## config.mk

```make
export PLATFORM = sky130hd
export DESIGN_NAME = ntc_thermistor_temperature_flat
export DESIGN_NICKNAME = d
export VERILOG_FILES = /design/src/hdl/ntc_pkg.sv /design/src/hdl/ntc_if.sv /design/src/hdl/ntc_thermistor_temperature.sv /design/src/flat_wrapper.sv
export SDC_FILE = /design/constraint.sdc
export NUM_CORES = 1
export LEC_CHECK = 0
export BUFFER_PORTS_ARGS = -buffer_cell sky130_fd_sc_hd__buf_2
export CAP_MARGIN = 20
export CORE_ASPECT_RATIO = 2
export CORE_UTILIZATION = 48
export CTS_CLUSTER_SIZE = 10
export DETAILED_ROUTE_END_ITERATION = 7
export GPL_TIMING_DRIVEN = 0
export SLEW_MARGIN = 20
export SYNTH_ARGS = -nofsm -noshare
export SYNTH_HDL_FRONTEND = slang
export SYNTH_SLANG_ARGS = --single-unit
```

## constraint.sdc

```tcl
create_clock -name clock -period 9.6 [get_ports clock]
set_input_delay 1.92 -clock clock [delete_from_list [all_inputs] [get_ports clock]]
set_output_delay 1.92 -clock clock [all_outputs]
set_load 0.1 [all_outputs]
```

## src/hdl/ntc_pkg.sv

```systemverilog
// Shared constants, types and the resistance table of the NTC thermometer.
`default_nettype none

package ntc_pkg;

   // Field widths
   localparam int SAMPLE_W = 12;
   localparam int RES_W    = 20;
   localparam int FS_W     = 12;
   localparam int CNT_W    = 5;
   localparam int TEMP_W   = 15;
   localparam int SUM_W    = 16;
   localparam int ROM_W    = 16;
   localparam int PROD_W   = FS_W + RES_W;
   localparam int FRAC_W   = 9;
   localparam int STEP_W   = 5;

   // Configuration port
   localparam int CSR_ADDR_W = 2;
   localparam int CSR_DATA_W = 20;

   // Table geometry: entries in use, clamped between 2 and what the table stores
   localparam int TABLE_ENTRIES = 61;
   localparam int ROM_SIZE      = 61;
   localparam int ENTRY_COUNT   = (TABLE_ENTRIES > ROM_SIZE) ? ROM_SIZE :
                                  ((TABLE_ENTRIES < 2) ? 2 : TABLE_ENTRIES);
   localparam int IDX_W         = $clog2(ROM_SIZE);
   localparam int TEMP_OFFSET_C = 10;

   localparam logic [IDX_W-1:0]  LAST_IDX = IDX_W'(ENTRY_COUNT - 1);
   localparam logic [RES_W-1:0]  RES_MAX  = {RES_W{1'b1}};
   localparam logic [CNT_W-1:0]  CNT_MAX  = CNT_W'(16);
   localparam logic [TEMP_W-1:0] TEMP_OFFSET_Q8 = TEMP_W'(TEMP_OFFSET_C * 256);

   // Divider step counts, loaded as count minus one
   localparam logic [STEP_W-1:0] AVG_STEPS  = STEP_W'(SUM_W - 1);
   localparam logic [STEP_W-1:0] RES_STEPS  = STEP_W'(RES_W - 1);
   localparam logic [STEP_W-1:0] FRAC_STEPS = STEP_W'(FRAC_W - 1);

   // Reset values of the configuration registers
   localparam logic [RES_W-1:0] FIXED_RES_RESET    = RES_W'(10000);
   localparam logic [FS_W-1:0]  FULL_SCALE_RESET   = FS_W'(3300);
   localparam logic [CNT_W-1:0] SAMPLE_COUNT_RESET = CNT_W'(10);

   typedef enum logic [CSR_ADDR_W-1:0] {
      CSR_FIXED_RES    = 2'd0,
      CSR_FULL_SCALE   = 2'd1,
      CSR_SAMPLE_COUNT = 2'd2
   } csr_index_type;

   typedef enum logic [3:0] {
      ST_IDLE,
      ST_AVG_DIV,
      ST_SCALE,
      ST_OVF,
      ST_RES_DIV,
      ST_RANGE,
      ST_SEARCH,
      ST_FRAC_DIV,
      ST_FINISH
   } state_type;

   // Resistance in ohms at (index - 10) C, falling with index
   function automatic logic [ROM_W-1:0] ntc_rom(input logic [IDX_W-1:0] idx);
      logic [ROM_W-1:0] r;
      case (idx)
         6'd0:  r = 16'd51815;  6'd1:  r = 16'd49283;  6'd2:  r = 16'd46889;
         6'd3:  r = 16'd44624;  6'd4:  r = 16'd42481;  6'd5:  r = 16'd40450;
         6'd6:  r = 16'd38526;  6'd7:  r = 16'd36702;  6'd8:  r = 16'd34971;
         6'd9:  r = 16'd33329;  6'd10: r = 16'd31770;  6'd11: r = 16'd30253;
         6'd12: r = 16'd28815;  6'd13: r = 16'd27453;  6'd14: r = 16'd26160;
         6'd15: r = 16'd24935;  6'd16: r = 16'd23772;  6'd17: r = 16'd22668;
         6'd18: r = 16'd21620;  6'd19: r = 16'd20626;  6'd20: r = 16'd19681;
         6'd21: r = 16'd18784;  6'd22: r = 16'd17932;  6'd23: r = 16'd17122;
         6'd24: r = 16'd16353;  6'd25: r = 16'd15621;  6'd26: r = 16'd14925;
         6'd27: r = 16'd14263;  6'd28: r = 16'd13634;  6'd29: r = 16'd13035;
         6'd30: r = 16'd12465;  6'd31: r = 16'd11922;  6'd32: r = 16'd11406;
         6'd33: r = 16'd10914;  6'd34: r = 16'd10446;  6'd35: r = 16'd10000;
         6'd36: r = 16'd9574;   6'd37: r = 16'd9169;   6'd38: r = 16'd8783;
         6'd39: r = 16'd8415;   6'd40: r = 16'd8064;   6'd41: r = 16'd7729;
         6'd42: r = 16'd7410;   6'd43: r = 16'd7105;   6'd44: r = 16'd6814;
         6'd45: r = 16'd6537;   6'd46: r = 16'd6272;   6'd47: r = 16'd6019;
         6'd48: r = 16'd5778;   6'd49: r = 16'd5547;   6'd50: r = 16'd5327;
         6'd51: r = 16'd5116;   6'd52: r = 16'd4915;   6'd53: r = 16'd4722;
         6'd54: r = 16'd4539;   6'd55: r = 16'd4363;   6'd56: r = 16'd4195;
         6'd57: r = 16'd4034;   6'd58: r = 16'd3880;   6'd59: r = 16'd3733;
         6'd60: r = 16'd3592;
         default: r = '0;
      endcase
      return r;
   endfunction

   // Temperature of a table entry in signed Q7.8 (8 fraction bits)
   function automatic logic signed [TEMP_W-1:0] entry_temp(input logic [IDX_W-1:0] idx);
      logic [TEMP_W-1:0] t;
      t = TEMP_W'({idx, 8'h00}) - TEMP_OFFSET_Q8;
      return $signed(t);
   endfunction

endpackage

`default_nettype wire

```

## src/hdl/ntc_if.sv

```systemverilog
// Valid/ready channels of the NTC thermometer: sample words in, result words out.
`default_nettype none

interface ntc_req_if;
   import ntc_pkg::*;
   logic                valid;
   logic                ready;
   logic [SAMPLE_W-1:0] sample_mv;
   modport source (output valid, output sample_mv, input ready);
   modport sink   (input valid, input sample_mv, output ready);
endinterface

interface ntc_rsp_if;
   import ntc_pkg::*;
   logic                     valid;
   logic                     ready;
   logic signed [TEMP_W-1:0] temperature_q8;
   logic [RES_W-1:0]         resistance_ohms;
   logic                     out_of_range;
   modport source (output valid, output temperature_q8, output resistance_ohms,
                   output out_of_range, input ready);
   modport sink   (input valid, input temperature_q8, input resistance_ohms,
                   input out_of_range, output ready);
endinterface

`default_nettype wire

```

## src/hdl/ntc_thermistor_temperature.sv

```systemverilog
// NTC thermometer: sample averaging, divider resistance and table interpolation.
//
//   channel   dir  word                                            handshake
//   req_ch    in   sample_mv                                       valid/ready
//   rsp_ch    out  temperature_q8, resistance_ohms, out_of_range   valid/ready
//   csr_*     in   csr_index, csr_wdata                            csr_we, no stall
//
// A sample that does not close a group is only added to the running sum. The
// closing sample spends most of its time in one shared radix-2 divider: 16 steps
// for the average, 20 for the resistance, 9 for the interpolation fraction, plus up to
// six binary-search steps over the table. req_ch.ready is low while a result is
// being worked out; a finished word waits in the output register and only the
// next closing sample stalls behind it. Reset is synchronous and restores the
// register defaults and clears the running sum.
`default_nettype none

module ntc_thermistor_temperature (
   input  wire logic                           clock,
   input  wire logic                           reset,
   ntc_req_if.sink                             req_ch,
   ntc_rsp_if.source                           rsp_ch,
   input  wire logic                           csr_we,
   input  wire logic [ntc_pkg::CSR_ADDR_W-1:0] csr_index,
   input  wire logic [ntc_pkg::CSR_DATA_W-1:0] csr_wdata
);
   import ntc_pkg::*;

   // Configuration
   logic [RES_W-1:0] fixed_res_ff;
   logic [FS_W-1:0]  full_scale_ff;
   logic [CNT_W-1:0] sample_count_ff;

   // Accumulator
   logic [SUM_W-1:0] sum_ff, sum_in;
   logic [CNT_W-1:0] idx_ff, idx_in;

   // Sequencer and shared divider
   state_type         state_ff, state_in;
   logic [ROM_W-1:0]  rem_ff, rem_in;
   logic [RES_W-1:0]  dvd_ff, dvd_in;
   logic [ROM_W-1:0]  dsr_ff, dsr_in;
   logic [STEP_W-1:0] step_ff, step_in;

   // Working values
   logic [PROD_W-1:0]        prod_ff, prod_in;
   logic [FS_W-1:0]          den_ff, den_in;
   logic [RES_W-1:0]         res_ff, res_in;
   logic [IDX_W-1:0]         lo_ff, lo_in, hi_ff, hi_in;
   logic signed [TEMP_W-1:0] temp_ff, temp_in;
   logic                     oor_ff, oor_in;

   // Output register
   logic                     rsp_valid_ff, rsp_valid_in;
   logic signed [TEMP_W-1:0] rsp_temp_ff;
   logic [RES_W-1:0]         rsp_res_ff;
   logic                     rsp_oor_ff;

   // Handshake and decode
   logic             req_take, rsp_load;
   logic [CNT_W-1:0] cnt_eff;
   logic [SUM_W-1:0] sum_add;
   logic [CNT_W-1:0] idx_add;
   logic             group_done;

   // Divider step
   logic [ROM_W:0]   div_trial, div_diff;
   logic             div_ge;
   logic [ROM_W-1:0] rem_next;
   logic [RES_W-1:0] dvd_next;

   // Search and range
   logic [SUM_W-1:0] avg;
   logic             volt_sat, res_ovf;
   logic [IDX_W:0]   lo_hi_sum;
   logic [IDX_W-1:0] mid;
   logic [IDX_W-1:0] span;
   logic [ROM_W-1:0] rom_lo, rom_hi, rom_mid, frac_num;

   // Sample count clamped to 1..16
   always_comb begin
      if (sample_count_ff == '0) begin
         cnt_eff = CNT_W'(1);
      end else if (sample_count_ff > CNT_MAX) begin
         cnt_eff = CNT_MAX;
      end else begin
         cnt_eff = sample_count_ff;
      end
   end

   assign sum_add    = sum_ff + SUM_W'(req_ch.sample_mv);
   assign idx_add    = idx_ff + CNT_W'(1);
   assign group_done = (idx_add >= cnt_eff);

   // One restoring divide step: shift a dividend bit into the remainder
   assign div_trial = {rem_ff, dvd_ff[RES_W-1]};
   assign div_diff  = div_trial - {1'b0, dsr_ff};
   assign div_ge    = (div_trial >= {1'b0, dsr_ff});
   assign rem_next  = div_ge ? div_diff[ROM_W-1:0] : div_trial[ROM_W-1:0];
   assign dvd_next  = {dvd_ff[RES_W-2:0], div_ge};

   // Saturation checks and table reads
   assign avg       = dvd_ff[SUM_W-1:0];
   assign volt_sat  = (avg >= SUM_W'(full_scale_ff));
   assign res_ovf   = (prod_ff >= {den_ff, {RES_W{1'b0}}});
   assign lo_hi_sum = {1'b0, lo_ff} + {1'b0, hi_ff};
   assign mid       = lo_hi_sum[IDX_W:1];
   assign span      = hi_ff - lo_ff;
   assign rom_lo    = ntc_rom(lo_ff);
   assign rom_hi    = ntc_rom(hi_ff);
   assign rom_mid   = ntc_rom(mid);
   assign frac_num  = rom_lo - res_ff[ROM_W-1:0];

   // Handshake outputs
   always_comb begin
      req_take     = (state_ff == ST_IDLE) && req_ch.valid;
      rsp_load     = (state_ff == ST_FINISH) && (!rsp_valid_ff || rsp_ch.ready);
      rsp_valid_in = rsp_load || (rsp_valid_ff && !rsp_ch.ready);
   end

   assign req_ch.ready          = (state_ff == ST_IDLE);
   assign rsp_ch.valid          = rsp_valid_ff;
   assign rsp_ch.temperature_q8 = rsp_temp_ff;
   assign rsp_ch.resistance_ohms = rsp_res_ff;
   assign rsp_ch.out_of_range   = rsp_oor_ff;

   // Next state
   always_comb begin
      state_in = state_ff;
      case (state_ff)
         ST_IDLE: begin
            if (req_take && group_done) state_in = ST_AVG_DIV;
         end
         ST_AVG_DIV: begin
            if (step_ff == '0) state_in = ST_SCALE;
         end
         ST_SCALE: begin
            state_in = volt_sat ? ST_FINISH : ST_OVF;
         end
         ST_OVF: begin
            state_in = res_ovf ? ST_RANGE : ST_RES_DIV;
         end
         ST_RES_DIV: begin
            if (step_ff == '0) state_in = ST_RANGE;
         end
         ST_RANGE: begin
            if (res_ff > RES_W'(ntc_rom('0)) || res_ff < RES_W'(ntc_rom(LAST_IDX))) begin
               state_in = ST_FINISH;
            end else begin
               state_in = ST_SEARCH;
            end
         end
         ST_SEARCH: begin
            if (span <= IDX_W'(1)) state_in = ST_FRAC_DIV;
         end
         ST_FRAC_DIV: begin
            if (step_ff == '0) state_in = ST_FINISH;
         end
         ST_FINISH: begin
            if (rsp_load) state_in = ST_IDLE;
         end
         default: state_in = ST_IDLE;
      endcase
   end

   // Datapath
   always_comb begin
      sum_in  = sum_ff;
      idx_in  = idx_ff;
      rem_in  = rem_ff;
      dvd_in  = dvd_ff;
      dsr_in  = dsr_ff;
      step_in = step_ff;
      prod_in = prod_ff;
      den_in  = den_ff;
      res_in  = res_ff;
      lo_in   = lo_ff;
      hi_in   = hi_ff;
      temp_in = temp_ff;
      oor_in  = oor_ff;
      case (state_ff)
         ST_IDLE: begin
            if (req_take) begin
               if (group_done) begin
                  sum_in  = '0;
                  idx_in  = '0;
                  rem_in  = '0;
                  dvd_in  = {sum_add, {(RES_W - SUM_W){1'b0}}};
                  dsr_in  = ROM_W'(cnt_eff);
                  step_in = AVG_STEPS;
               end else begin
                  sum_in = sum_add;
                  idx_in = idx_add;
               end
            end
         end
         ST_AVG_DIV, ST_RES_DIV: begin
            rem_in  = rem_next;
            dvd_in  = dvd_next;
            step_in = step_ff - STEP_W'(1);
            if (state_ff == ST_RES_DIV && step_ff == '0) res_in = dvd_next;
         end
         ST_SCALE: begin
            // Average at or above the supply pins the reading to the cold end
            if (volt_sat) begin
               res_in  = RES_MAX;
               temp_in = entry_temp('0);
               oor_in  = 1'b1;
            end else begin
               prod_in = PROD_W'(avg[FS_W-1:0]) * PROD_W'(fixed_res_ff);
               den_in  = full_scale_ff - avg[FS_W-1:0];
            end
         end
         ST_OVF: begin
            if (res_ovf) begin
               res_in = RES_MAX;
            end else begin
               rem_in  = ROM_W'(prod_ff[PROD_W-1:RES_W]);
               dvd_in  = prod_ff[RES_W-1:0];
               dsr_in  = ROM_W'(den_ff);
               step_in = RES_STEPS;
            end
         end
         ST_RANGE: begin
            oor_in = 1'b1;
            lo_in  = '0;
            hi_in  = LAST_IDX;
            if (res_ff > RES_W'(ntc_rom('0))) begin
               temp_in = entry_temp('0);
            end else if (res_ff < RES_W'(ntc_rom(LAST_IDX))) begin
               temp_in = entry_temp(LAST_IDX);
            end else begin
               oor_in = 1'b0;
            end
         end
         ST_SEARCH: begin
            if (span > IDX_W'(1)) begin
               if (res_ff < RES_W'(rom_mid)) begin
                  lo_in = mid;
               end else begin
                  hi_in = mid;
               end
            end else begin
               // Fraction = (R_lo - R) * 256 / (R_lo - R_hi), at most 256
               rem_in  = {1'b0, frac_num[ROM_W-1:1]};
               dvd_in  = {frac_num[0], {(RES_W - 1){1'b0}}};
               dsr_in  = rom_lo - rom_hi;
               step_in = FRAC_STEPS;
            end
         end
         ST_FRAC_DIV: begin
            rem_in  = rem_next;
            dvd_in  = dvd_next;
            step_in = step_ff - STEP_W'(1);
            if (step_ff == '0) begin
               temp_in = entry_temp(lo_ff) + $signed(TEMP_W'(dvd_next[FRAC_W-1:0]));
            end
         end
         default: ;
      endcase
   end

   // Registers
   always_ff @(posedge clock) begin
      if (reset) begin
         fixed_res_ff    <= FIXED_RES_RESET;
         full_scale_ff   <= FULL_SCALE_RESET;
         sample_count_ff <= SAMPLE_COUNT_RESET;
         sum_ff          <= '0;
         idx_ff          <= '0;
         state_ff        <= ST_IDLE;
         step_ff         <= '0;
         rsp_valid_ff    <= 1'b0;
      end else begin
         if (csr_we) begin
            case (csr_index)
               CSR_FIXED_RES:    fixed_res_ff    <= csr_wdata[RES_W-1:0];
               CSR_FULL_SCALE:   full_scale_ff   <= csr_wdata[FS_W-1:0];
               CSR_SAMPLE_COUNT: sample_count_ff <= csr_wdata[CNT_W-1:0];
               default: ;
            endcase
         end
         sum_ff       <= sum_in;
         idx_ff       <= idx_in;
         state_ff     <= state_in;
         step_ff      <= step_in;
         rsp_valid_ff <= rsp_valid_in;
      end
   end

   always_ff @(posedge clock) begin
      rem_ff  <= rem_in;
      dvd_ff  <= dvd_in;
      dsr_ff  <= dsr_in;
      prod_ff <= prod_in;
      den_ff  <= den_in;
      res_ff  <= res_in;
      lo_ff   <= lo_in;
      hi_ff   <= hi_in;
      temp_ff <= temp_in;
      oor_ff  <= oor_in;
      if (rsp_load) begin
         rsp_temp_ff <= temp_ff;
         rsp_res_ff  <= res_ff;
         rsp_oor_ff  <= oor_ff;
      end
   end

   // Checks
   a_idx_bound: assert property (@(posedge clock) disable iff (reset)
      idx_ff <= CNT_MAX)
      else $error("sample index beyond group size");

   a_div_rem: assert property (@(posedge clock) disable iff (reset)
      (state_ff == ST_AVG_DIV || state_ff == ST_RES_DIV || state_ff == ST_FRAC_DIV)
      |-> rem_ff < dsr_ff)
      else $error("divider remainder not below divisor");

   a_search_order: assert property (@(posedge clock) disable iff (reset)
      state_ff == ST_SEARCH |-> lo_ff < hi_ff)
      else $error("search bounds crossed");

   a_in_range_res: assert property (@(posedge clock) disable iff (reset)
      (rsp_valid_ff && !rsp_oor_ff) |-> rsp_res_ff <= RES_W'(ntc_rom('0)))
      else $error("in-range result with resistance above table");

   a_load_idle: assert property (@(posedge clock) disable iff (reset)
      rsp_load |=> state_ff == ST_IDLE && rsp_valid_ff)
      else $error("result load did not return to idle");

endmodule

`default_nettype wire
```

## src/flat_wrapper.sv

```systemverilog
// flat-port wrapper written by rule: the top's interface ports become plain ports
module ntc_thermistor_temperature_flat import ntc_pkg::*;
  (clock, reset, csr_we, csr_index, csr_wdata, req_ch_valid, req_ch_sample_mv, req_ch_ready, rsp_ch_valid, rsp_ch_temperature_q8, rsp_ch_resistance_ohms, rsp_ch_out_of_range, rsp_ch_ready);
  ntc_req_if req_ch_i ();
  ntc_rsp_if rsp_ch_i ();
  input  wire logic clock;
  input  wire logic reset;
  input  wire logic csr_we;
  input  wire logic [ntc_pkg::CSR_ADDR_W-1:0] csr_index;
  input  wire logic [ntc_pkg::CSR_DATA_W-1:0] csr_wdata;
  input wire logic [$bits(req_ch_i.valid)-1:0] req_ch_valid;
  input wire logic [$bits(req_ch_i.sample_mv)-1:0] req_ch_sample_mv;
  output wire logic [$bits(req_ch_i.ready)-1:0] req_ch_ready;
  output wire logic [$bits(rsp_ch_i.valid)-1:0] rsp_ch_valid;
  output wire logic [$bits(rsp_ch_i.temperature_q8)-1:0] rsp_ch_temperature_q8;
  output wire logic [$bits(rsp_ch_i.resistance_ohms)-1:0] rsp_ch_resistance_ohms;
  output wire logic [$bits(rsp_ch_i.out_of_range)-1:0] rsp_ch_out_of_range;
  input wire logic [$bits(rsp_ch_i.ready)-1:0] rsp_ch_ready;
  assign req_ch_i.valid = req_ch_valid;
  assign req_ch_i.sample_mv = req_ch_sample_mv;
  assign req_ch_ready = req_ch_i.ready;
  assign rsp_ch_valid = rsp_ch_i.valid;
  assign rsp_ch_temperature_q8 = rsp_ch_i.temperature_q8;
  assign rsp_ch_resistance_ohms = rsp_ch_i.resistance_ohms;
  assign rsp_ch_out_of_range = rsp_ch_i.out_of_range;
  assign rsp_ch_i.ready = rsp_ch_ready;
  ntc_thermistor_temperature u_core (.clock(clock), .reset(reset), .req_ch(req_ch_i), .rsp_ch(rsp_ch_i), .csr_we(csr_we), .csr_index(csr_index), .csr_wdata(csr_wdata));
endmodule
```

==> flow_metrics.py, run 1 <==
metrics = {
    "status": {
        "status": "completed",
    },
    "flow_run": {
        "cap_viol_max_count": 0,
    },
    "cts": {
        "path_clk_slew_ns": 0.06,
        "cts_tree": "built",
        "tritoncts.num_buffers": 34,
        "clock_insertion_delay_worst_skew_ns": 0.55,
        "cts.sinks": 280,
        "clockBufferDepth": 3,
        "clk_root_buffer_cell": "sky130_fd_sc_hd__clkbuf_16",
        "ctsHtreeMaxLevel": 2,
        "cts_hold_buffers": 0,
        "cts_setup_buffers": 0,
    },
    "routing": {
        "detail_route.wl_per_cell_um": 26.7,
        "drt_first_iter_violations": 2051,
        "remaining_routing_drc_violations": 0,
        "via_count": 24190,
        "firstDrtPassIters": 7,
        "vias_per_cell": 6.24,
        "antenna_left": 0,
        "wl_um": 104000,
    },
    "critical_path": {
        "critPathArrivalTime_ns": 9.66,
        "ff2ff_path_depth": 26,
        "critPathRequiredTime_ns": 9.98,
        "setup.worst_path.start_class": "register",
        "category_of_the_most_critical_setup_path": "register to register",
        "worst-path-max-fanout": 13,
        "regToRegSetupSlack_ns": 0.32,
        "regToRegStartpoint": "u_core.lo_ff[1]$_DFFE_PN_",
        "worst_r2r_endpoint": "u_core.rom_hi[8]$_DFF_P_",
        "cp-end-kind": "register",
    },
    "synth": {
        "warnings_from_yosys": 0,
        "synth.net_count": 3508,
        "netlist_instances": 3063,
        "synth_top_cell_by_area": "sky130_fd_sc_hd__edfxtp_1",
        "synth.avg_cell_area_um2": 8.68,
        "synth.most_common_cell": "sky130_fd_sc_hd__nand2_1",
        "yosys.area.top_type_share_pct": 20.3,
        "synth_flop_cell": "sky130_fd_sc_hd__edfxtp_1",
        "synth.top_cells.by_area": "sky130_fd_sc_hd__edfxtp_1 20%, sky130_fd_sc_hd__fa_1 14%, sky130_fd_sc_hd__ha_1 10%, sky130_fd_sc_hd__dfxtp_1 7.5%, sky130_fd_sc_hd__nand2_1 6.0%",
        "ys_seq_area_share_pct": 27.9,
        "synth-seq-cells": 280,
        "synth-edff-count": 180,
        "ys_async_sr_fraction_pct": 0,
        "post_synth_num_cell_types": 102,
        "synthesis.area_mm2": 0.0266,
        "ys_top_cells_by_count": "426 x sky130_fd_sc_hd__nand2_1, 333 x sky130_fd_sc_hd__inv_1, 219 x sky130_fd_sc_hd__ha_1",
    },
    "sta": {
        "finalWorstSetupSlack_ns": 0.319,
        "worst_pin_slew_ns": 1.12,
        "relSlewSlack_pct": 25.1,
        "post-route-min-period_ns": 9.28,
        "max_freq_mhz": 108,
        "fin_worst_skew_ns": 0.0234,
        "tns_ns": 0,
        "holdWs_ns": 0.409,
        "final_hold_viol_count": 0,
        "rsz_0062_raised_after_global_routing": "no",
        "final-setup-viol-count": 0,
        "final_max_slew_viol_count": 0,
        "layout_worst_path_cycle_share_pct": 96.7,
    },
    "power": {
        "combPwrFrac_pct": 66.5,
        "swShare_pct": 49.0,
        "power_density_normalized_to_cell_area_mw_per_mm2": 323,
        "cell_internal_pwr_mw": 4.76,
        "peakVddDrop_v": 0.000400,
        "clkPwrFrac_pct": 13.1,
        "total_power_mw": 9.33,
        "share_seq_of_total_power_pct": 20.4,
        "p_switching_mw": 4.57,
        "p_leak_nw": 12.6,
    },
    "finish": {
        "final-instance-count-excl-fill": 3879,
        "fill_cells": 5193,
        "nNetsFinal": 3627,
        "area_of_combinational_cells_with_multiple_inputs_mm2": 0.0172,
        "fin_area_mm2": 0.0289,
        "area_growth_syn_to_layout_pct": 8.85,
        "final_core_util_pct": 53.1,
        "drive_gt1_share_pct": 7.50,
        "register_area_mm2": 0.00741,
    },
    "place": {
        "port_buffers": 75,
        "postPlaceCellArea_mm2": 0.0279,
        "gp_routability_congestion": 0.994,
        "dp_cells": 3823,
        "dp.final_hpwl_um": 84000,
        "setup_slack_at_placement_ns": 0.104,
    },
    "die": {
        "floorplan.rows": 121,
        "start_util_pct": 48.8,
        "die_outline_area_mm2": 0.0564,
        "core_region_area_mm2": 0.0545,
        "die_w_um": 168,
        "io_pins": 77,
        "die_height_um": 335,
    },
    "global_route": {
        "grt_pass1_wl_um": 154000,
        "gr-total-overflow": 0,
        "vias_in_the_first_global_route": 25517,
        "grt_start_max_net_pins": 33,
        "antenna_found_initial": 1,
        "groute.usage.overall_pct": 37.3,
    },
    "hold_path": {
        "hold_path.startpoint": "u_core.temp_ff[8]$_DFFE_PP_",
        "hold_path_depth": 0,
        "whs_endpoint": "u_core.rsp_ch.temperature_q8[8]$_DFFE_PP_",
        "min-delay-path-class": "register to register",
    },
}
-- cell usage in the layout (no fill, tap or decap), types with 32 or more instances in the layout --
master / netlist / layout
sky130_fd_sc_hd__inv_1: 333 / 332
sky130_fd_sc_hd__a21o_1: 40 / 40
sky130_fd_sc_hd__o21ai_0: 160 / 160
sky130_fd_sc_hd__ha_1: 219 / 219
sky130_fd_sc_hd__buf_2: 29 / 105
sky130_fd_sc_hd__clkbuf_1: 124 / 141
sky130_fd_sc_hd__clkbuf_16: 0 / 35
sky130_fd_sc_hd__dfxtp_1: 100 / 100
sky130_fd_sc_hd__nor3_1: 46 / 44
sky130_fd_sc_hd__a21oi_1: 218 / 218
sky130_fd_sc_hd__o211ai_1: 32 / 32
sky130_fd_sc_hd__xnor2_1: 64 / 64
sky130_fd_sc_hd__nand3_1: 51 / 51
sky130_fd_sc_hd__and2_1: 86 / 86
sky130_fd_sc_hd__a211oi_1: 39 / 39
sky130_fd_sc_hd__fa_1: 187 / 187
sky130_fd_sc_hd__nand2_1: 426 / 426
sky130_fd_sc_hd__nor2_1: 194 / 194
sky130_fd_sc_hd__edfxtp_1: 180 / 180
-- how the worst max path moves through the flow --
stage,depth (start not counted),to,slack [ns],startpoint
3_3_place_gp,11,u_core.res_ff[14]$_SDFFCE_PP1P_,-2.20,u_core.dvd_ff[3]$_DFFE_PP_
6_report,26,u_core.rom_hi[8]$_DFF_P_,0.32,u_core.lo_ff[1]$_DFFE_PN_
4_1_cts,25,u_core.rom_lo[8]$_DFF_P_,0.08,u_core.lo_ff[1]$_DFFE_PN_
5_1_grt,25,u_core.rom_hi[5]$_DFF_P_,0.15,u_core.lo_ff[1]$_DFFE_PN_
3_5_place_dp,25,u_core.rom_lo[8]$_DFF_P_,0.10,u_core.lo_ff[1]$_DFFE_PN_
2_1_floorplan,13,u_core.res_ff[0]$_SDFFCE_PP1P_,2.06,u_core.dvd_ff[0]$_DFFE_PP_
-- layer usage --
metal | part of all wire [%] | wire (um) | vias up | track usage, %
li1 | - | - | 10800 | -
met1 | 29 | 30500 | 11727 | 31.3
met2 | 53 | 55100 | 1115 | 70.7
met3 | 4.7 | 4880 | 548 | 5.22
met4 | 13 | 13100 | 0 | 40.4
met5 | 0 | 0 | - | 0
-- critical path, stage by stage, from the launching register on --
cell and delay, ns:
sky130_fd_sc_hd__edfxtp_1 0.50, sky130_fd_sc_hd__inv_1 0.23, sky130_fd_sc_hd__fa_1 0.52, sky130_fd_sc_hd__xor2_2 0.47, sky130_fd_sc_hd__inv_1 0.18, sky130_fd_sc_hd__clkbuf_1 0.38
sky130_fd_sc_hd__ha_1 0.32, sky130_fd_sc_hd__buf_2 0.21, sky130_fd_sc_hd__a21oi_1 0.28, sky130_fd_sc_hd__nor3_1 0.11, sky130_fd_sc_hd__o21ai_0 0.53, sky130_fd_sc_hd__o21ai_0 0.24
sky130_fd_sc_hd__o21ai_0 0.54, sky130_fd_sc_hd__ha_1 0.36, sky130_fd_sc_hd__a2111oi_1 0.67, sky130_fd_sc_hd__o41ai_2 0.22, sky130_fd_sc_hd__a31oi_4 0.30, sky130_fd_sc_hd__buf_4 0.24
sky130_fd_sc_hd__a311oi_1 0.12, sky130_fd_sc_hd__a31oi_2 0.48, sky130_fd_sc_hd__buf_2 0.40, sky130_fd_sc_hd__ha_1 0.18, sky130_fd_sc_hd__clkbuf_1 0.43, sky130_fd_sc_hd__o21ai_1 0.37
sky130_fd_sc_hd__o21ai_1 0.21, sky130_fd_sc_hd__a211oi_1 0.09, sky130_fd_sc_hd__o31ai_1 0.53
-- layout make-up --
class                           count  share of cell area (%)
Buffer                            174                    2.55
Timing Repair Buffer               84                    1.65
Antenna cell                        1                 0.00865
Inverter                          338                    4.39
Tap cell                          676                    2.92
Clock buffer                       53                    3.26
Multi-Input combinational cell   2270                    59.5
Clock inverter                      3                   0.151
Sequential cell                   280                    25.6
-- power groups by stage --
stage          sequential [mW]  combinational (mW)  clock [mW]
3_5_place_dp              1.92                6.07           0
2_1_floorplan             1.84                4.26           0
4_1_cts                   1.90                6.09        1.23
3_3_place_gp              1.92                5.90           0
5_1_grt                   1.91                6.77        1.27
6_report                  1.91                6.21        1.22
-- state kept, by name, indices dropped and copies added (netlist names), 6 cells and up --
register	count
u_core.fixed_res_ff	20
u_core.rom_lo	16
u_core.dsr_ff	16
u_core.temp_ff	15
u_core.hi_ff	6
u_core.den_ff	12
u_core.rsp_ch.resistance_ohms	20
u_core.rom_hi	16
u_core.rem_ff	16
u_core.full_scale_ff	12
u_core.dvd_ff	20
u_core.sum_ff	16
u_core.lo_ff	6
u_core.rsp_ch.temperature_q8	15
u_core.res_ff	20
u_core.prod_ff	32
-- what timing repair did --
action | in CTS | in global routing
gates resized for setup | 0 | 2
endpoints found under the hold margin | 0 | 0
setup endpoints to repair | 0 | 19
-- logic make-up (layout without fill, tap and decap cells) --
group,Yosys count,in the layout,synth area share [%]
flip-flops,280,280,27.9
adder cells (fa/ha/maj),406,406,24.4
AND/OR/NAND/NOR,988,988,17.3
other,0,1,0
buffers and inverters,513,652,7.57
multiplexers,28,28,1.09
XOR/XNOR,93,93,3.07
AO/OA/AOI/OAI,755,755,18.7
No activity file was read; power rests on OpenSTA's default activity.
==> run 2, diff against run 1 <==
Settings changed: ABC_AREA from default to 1.
==> flow_metrics.py, run 2 <==
metrics = {
    "cts": {
        "path_clk_slew_ns": 0.06,
        "cts.sinks": 280,
        "tritoncts.num_buffers": 34,
        "clockBufferDepth": 3,
        "cts_repair_resize_count": 0,
        "clock_insertion_delay_worst_skew_ns": 0.57,
        "ctsHtreeMaxLevel": 2,
        "cts_tree": "built",
        "cts_hold_buffers": 0,
        "cts_setup_buffers": 0,
        "clk_root_buffer_cell": "sky130_fd_sc_hd__clkbuf_16",
    },
    "critical_path": {
        "setup.worst_path.start_class": "register",
        "critPathMaxStageDelay_ns": 0.71,
        "ff2ff_path_depth": 29,
        "cp-end-kind": "register",
        "regToRegStartpoint": "u_core.lo_ff[0]$_DFFE_PN_",
        "regToRegSetupSlack_ns": 1.59,
        "critPathArrivalTime_ns": 8.49,
        "worst_r2r_endpoint": "u_core.rom_hi[6]$_DFF_P_",
        "worst_path_max_delay_cell": "sky130_fd_sc_hd__fa_1",
        "worst-path-max-fanout": 12,
        "critPathRequiredTime_ns": 10.09,
        "critPathBufInv": 6,
        "category_of_the_most_critical_setup_path": "register to register",
        "critical-path-top-delay-family": "adder cells",
    },
    "sta": {
        "post-route-min-period_ns": 8.01,
        "max_freq_mhz": 125,
        "final-setup-viol-count": 0,
        "worst_pin_slew_ns": 1.07,
        "tns_ns": 0,
        "finalWorstSetupSlack_ns": 1.59,
        "layout_worst_path_cycle_share_pct": 83.4,
        "relSlewSlack_pct": 28.6,
        "holdWs_ns": 0.419,
        "rsz_0062_raised_after_global_routing": "no",
        "final_max_slew_viol_count": 0,
        "fin_worst_skew_ns": 0.0246,
        "final_hold_viol_count": 0,
    },
    "synth": {
        "ys_top_cells_by_count": "891 x sky130_fd_sc_hd__nand2_1, 567 x sky130_fd_sc_hd__inv_1, 219 x sky130_fd_sc_hd__ha_1",
        "synth.top_cells.by_area": "sky130_fd_sc_hd__edfxtp_1 21%, sky130_fd_sc_hd__fa_1 14%, sky130_fd_sc_hd__nand2_1 13%, sky130_fd_sc_hd__ha_1 11%, sky130_fd_sc_hd__inv_1 8.2%",
        "synth-edff-count": 180,
        "synth_top_family_by_area": "adder cells",
        "synth.most_common_cell": "sky130_fd_sc_hd__nand2_1",
        "yosys.area_share.adder_pct": 25.1,
        "synth.net_count": 3789,
        "post_synth_num_cell_types": 57,
        "yosys.area.top_type_share_pct": 20.9,
        "synth_top_cell_by_area": "sky130_fd_sc_hd__edfxtp_1",
        "synth-compound-area-share_pct": 11.3,
        "netlist_instances": 3344,
        "warnings_from_yosys": 0,
        "multiplexer_share_of_the_synthesized_area_pct": 0,
        "synth_flop_cell": "sky130_fd_sc_hd__edfxtp_1",
        "synth.avg_cell_area_um2": 7.74,
        "synth-seq-cells": 280,
        "synthesis.area_mm2": 0.0259,
        "ys_async_sr_fraction_pct": 0,
        "synthSimpleGateAreaFrac_pct": 22.0,
        "synth-xor-area-share_pct": 2.61,
        "ys_seq_area_share_pct": 28.6,
    },
    "place": {
        "postPlaceCellArea_mm2": 0.0273,
        "dp.final_hpwl_um": 83300,
        "setup_slack_at_placement_ns": 2.05,
        "gp_routability_congestion": 1.00,
        "dp_cells": 4097,
        "port_buffers": 76,
    },
    "hold_path": {
        "hold_path_depth": 0,
        "min-delay-path-class": "register to register",
        "hold_path.startpoint": "u_core.temp_ff[1]$_DFFE_PP_",
        "whs_endpoint": "u_core.rsp_ch.temperature_q8[1]$_DFFE_PP_",
    },
    "global_route": {
        "groute.usage.overall_pct": 37.7,
        "gr-total-overflow": 0,
        "grt_pass1_wl_um": 151000,
        "antenna_found_initial": 1,
        "grt_start_max_net_pins": 27,
        "vias_in_the_first_global_route": 25144,
    },
    "finish": {
        "final_cell_mix": "891 x sky130_fd_sc_hd__nand2_1, 566 x sky130_fd_sc_hd__inv_1, 219 x sky130_fd_sc_hd__ha_1",
        "nNetsFinal": 3907,
        "largest_register_ff_count": 32,
        "final-instance-count-excl-fill": 4160,
        "fin_area_mm2": 0.0283,
        "fill_cells": 5217,
        "final_common_cell": "sky130_fd_sc_hd__nand2_1",
        "top_register": "u_core.prod_ff",
        "drive_gt1_share_pct": 5.99,
        "area_growth_syn_to_layout_pct": 9.36,
    },
    "routing": {
        "wl_um": 102000,
        "detail_route.wl_per_cell_um": 24.6,
        "firstDrtPassIters": 8,
        "vias_per_cell": 5.79,
        "antenna_left": 0,
        "remaining_routing_drc_violations": 8,
        "via_count": 24106,
        "drt_first_iter_violations": 1783,
    },
    "flow_run": {
        "cap_viol_max_count": 0,
    },
    "power": {
        "p_leak_nw": 14.2,
        "peakVddDrop_v": 0.000355,
        "power_density_normalized_to_cell_area_mw_per_mm2": 323,
    },
    "die": {
        "die_w_um": 166,
        "start_util_pct": 48.4,
        "io_pins": 77,
        "die_height_um": 330,
        "floorplan.rows": 120,
        "die_outline_area_mm2": 0.0549,
        "core_region_area_mm2": 0.0535,
    },
    "status": {
        "violations": "DRC",
        "status": "finished with violations",
    },
}
==> run 2: kinds of logic after synthesis <==
group,count (synthesis)
flip-flops,280
buffers and inverters,702
AND/OR/NAND/NOR,1385
XOR/XNOR,77
adder cells (fa/ha/maj),406
AO/OA/AOI/OAI,494
==> run 2: area by class of cell <==
class                   count  area, um2  share of cell area, %
multi-input cells        2362      15800                   55.9
flip-flops and latches    280       7410                   26.2
inverters                 582       2180                   7.72
clock buffers              59        996                   3.52
well taps                 671        840                   2.97
plain buffers             120        512                   1.81
repair buffers             82        489                   1.73
clock inverters             3       37.5                  0.133
diodes                      1       2.50                0.00885
==> run 2: worst max-delay path by stage <==
stage / from / cells past startpoint / to
6_report: u_core.lo_ff[0]$_DFFE_PN_ / 29 / u_core.rom_hi[6]$_DFF_P_
5_1_grt: u_core.lo_ff[0]$_DFFE_PN_ / 29 / u_core.rom_hi[6]$_DFF_P_
4_1_cts: u_core.lo_ff[0]$_DFFE_PN_ / 31 / u_core.rom_hi[9]$_DFF_P_
3_5_place_dp: u_core.lo_ff[0]$_DFFE_PN_ / 31 / u_core.rom_hi[9]$_DFF_P_
3_3_place_gp: u_core.lo_ff[0]$_DFFE_PN_ / 31 / u_core.rom_hi[9]$_DFF_P_
2_1_floorplan: u_core.dvd_ff[11]$_DFFE_PP_ / 28 / u_core.prod_ff[30]$_DFFE_PP_
==> run 2: power by group <==
part / switching, mW / internal [mW]
clock network: 0.540 / 0.706
registers: 0.121 / 1.77
logic: 3.72 / 2.27
==> run 2: per-layer routing <==
metal,track usage (%),wire length [um]
met1,31.5,30300
met2,72.3,54400
met3,5.56,5020
met4,40.6,12600
met5,0,0
==> run 2: through the flow <==
step	total power [mW]	util, %
6_report	9.13	52.9
5_1_grt	9.89	52.9
4_1_cts	9.13	52.9
3_5_place_dp	7.86	51.0
3_3_place_gp	7.63	50.7
2_1_floorplan	6.23	-
==> run 2: worst reg2reg max path, delay by kind of cell, from the launching register on <==
kind,cells,cell delay [ns]
DFF,1,0.50
and+or+nand+nor,11,1.80
buffers and inverters,6,1.41
adders and majority gates,5,2.20
AOI/OAI and AO/OA,7,2.04
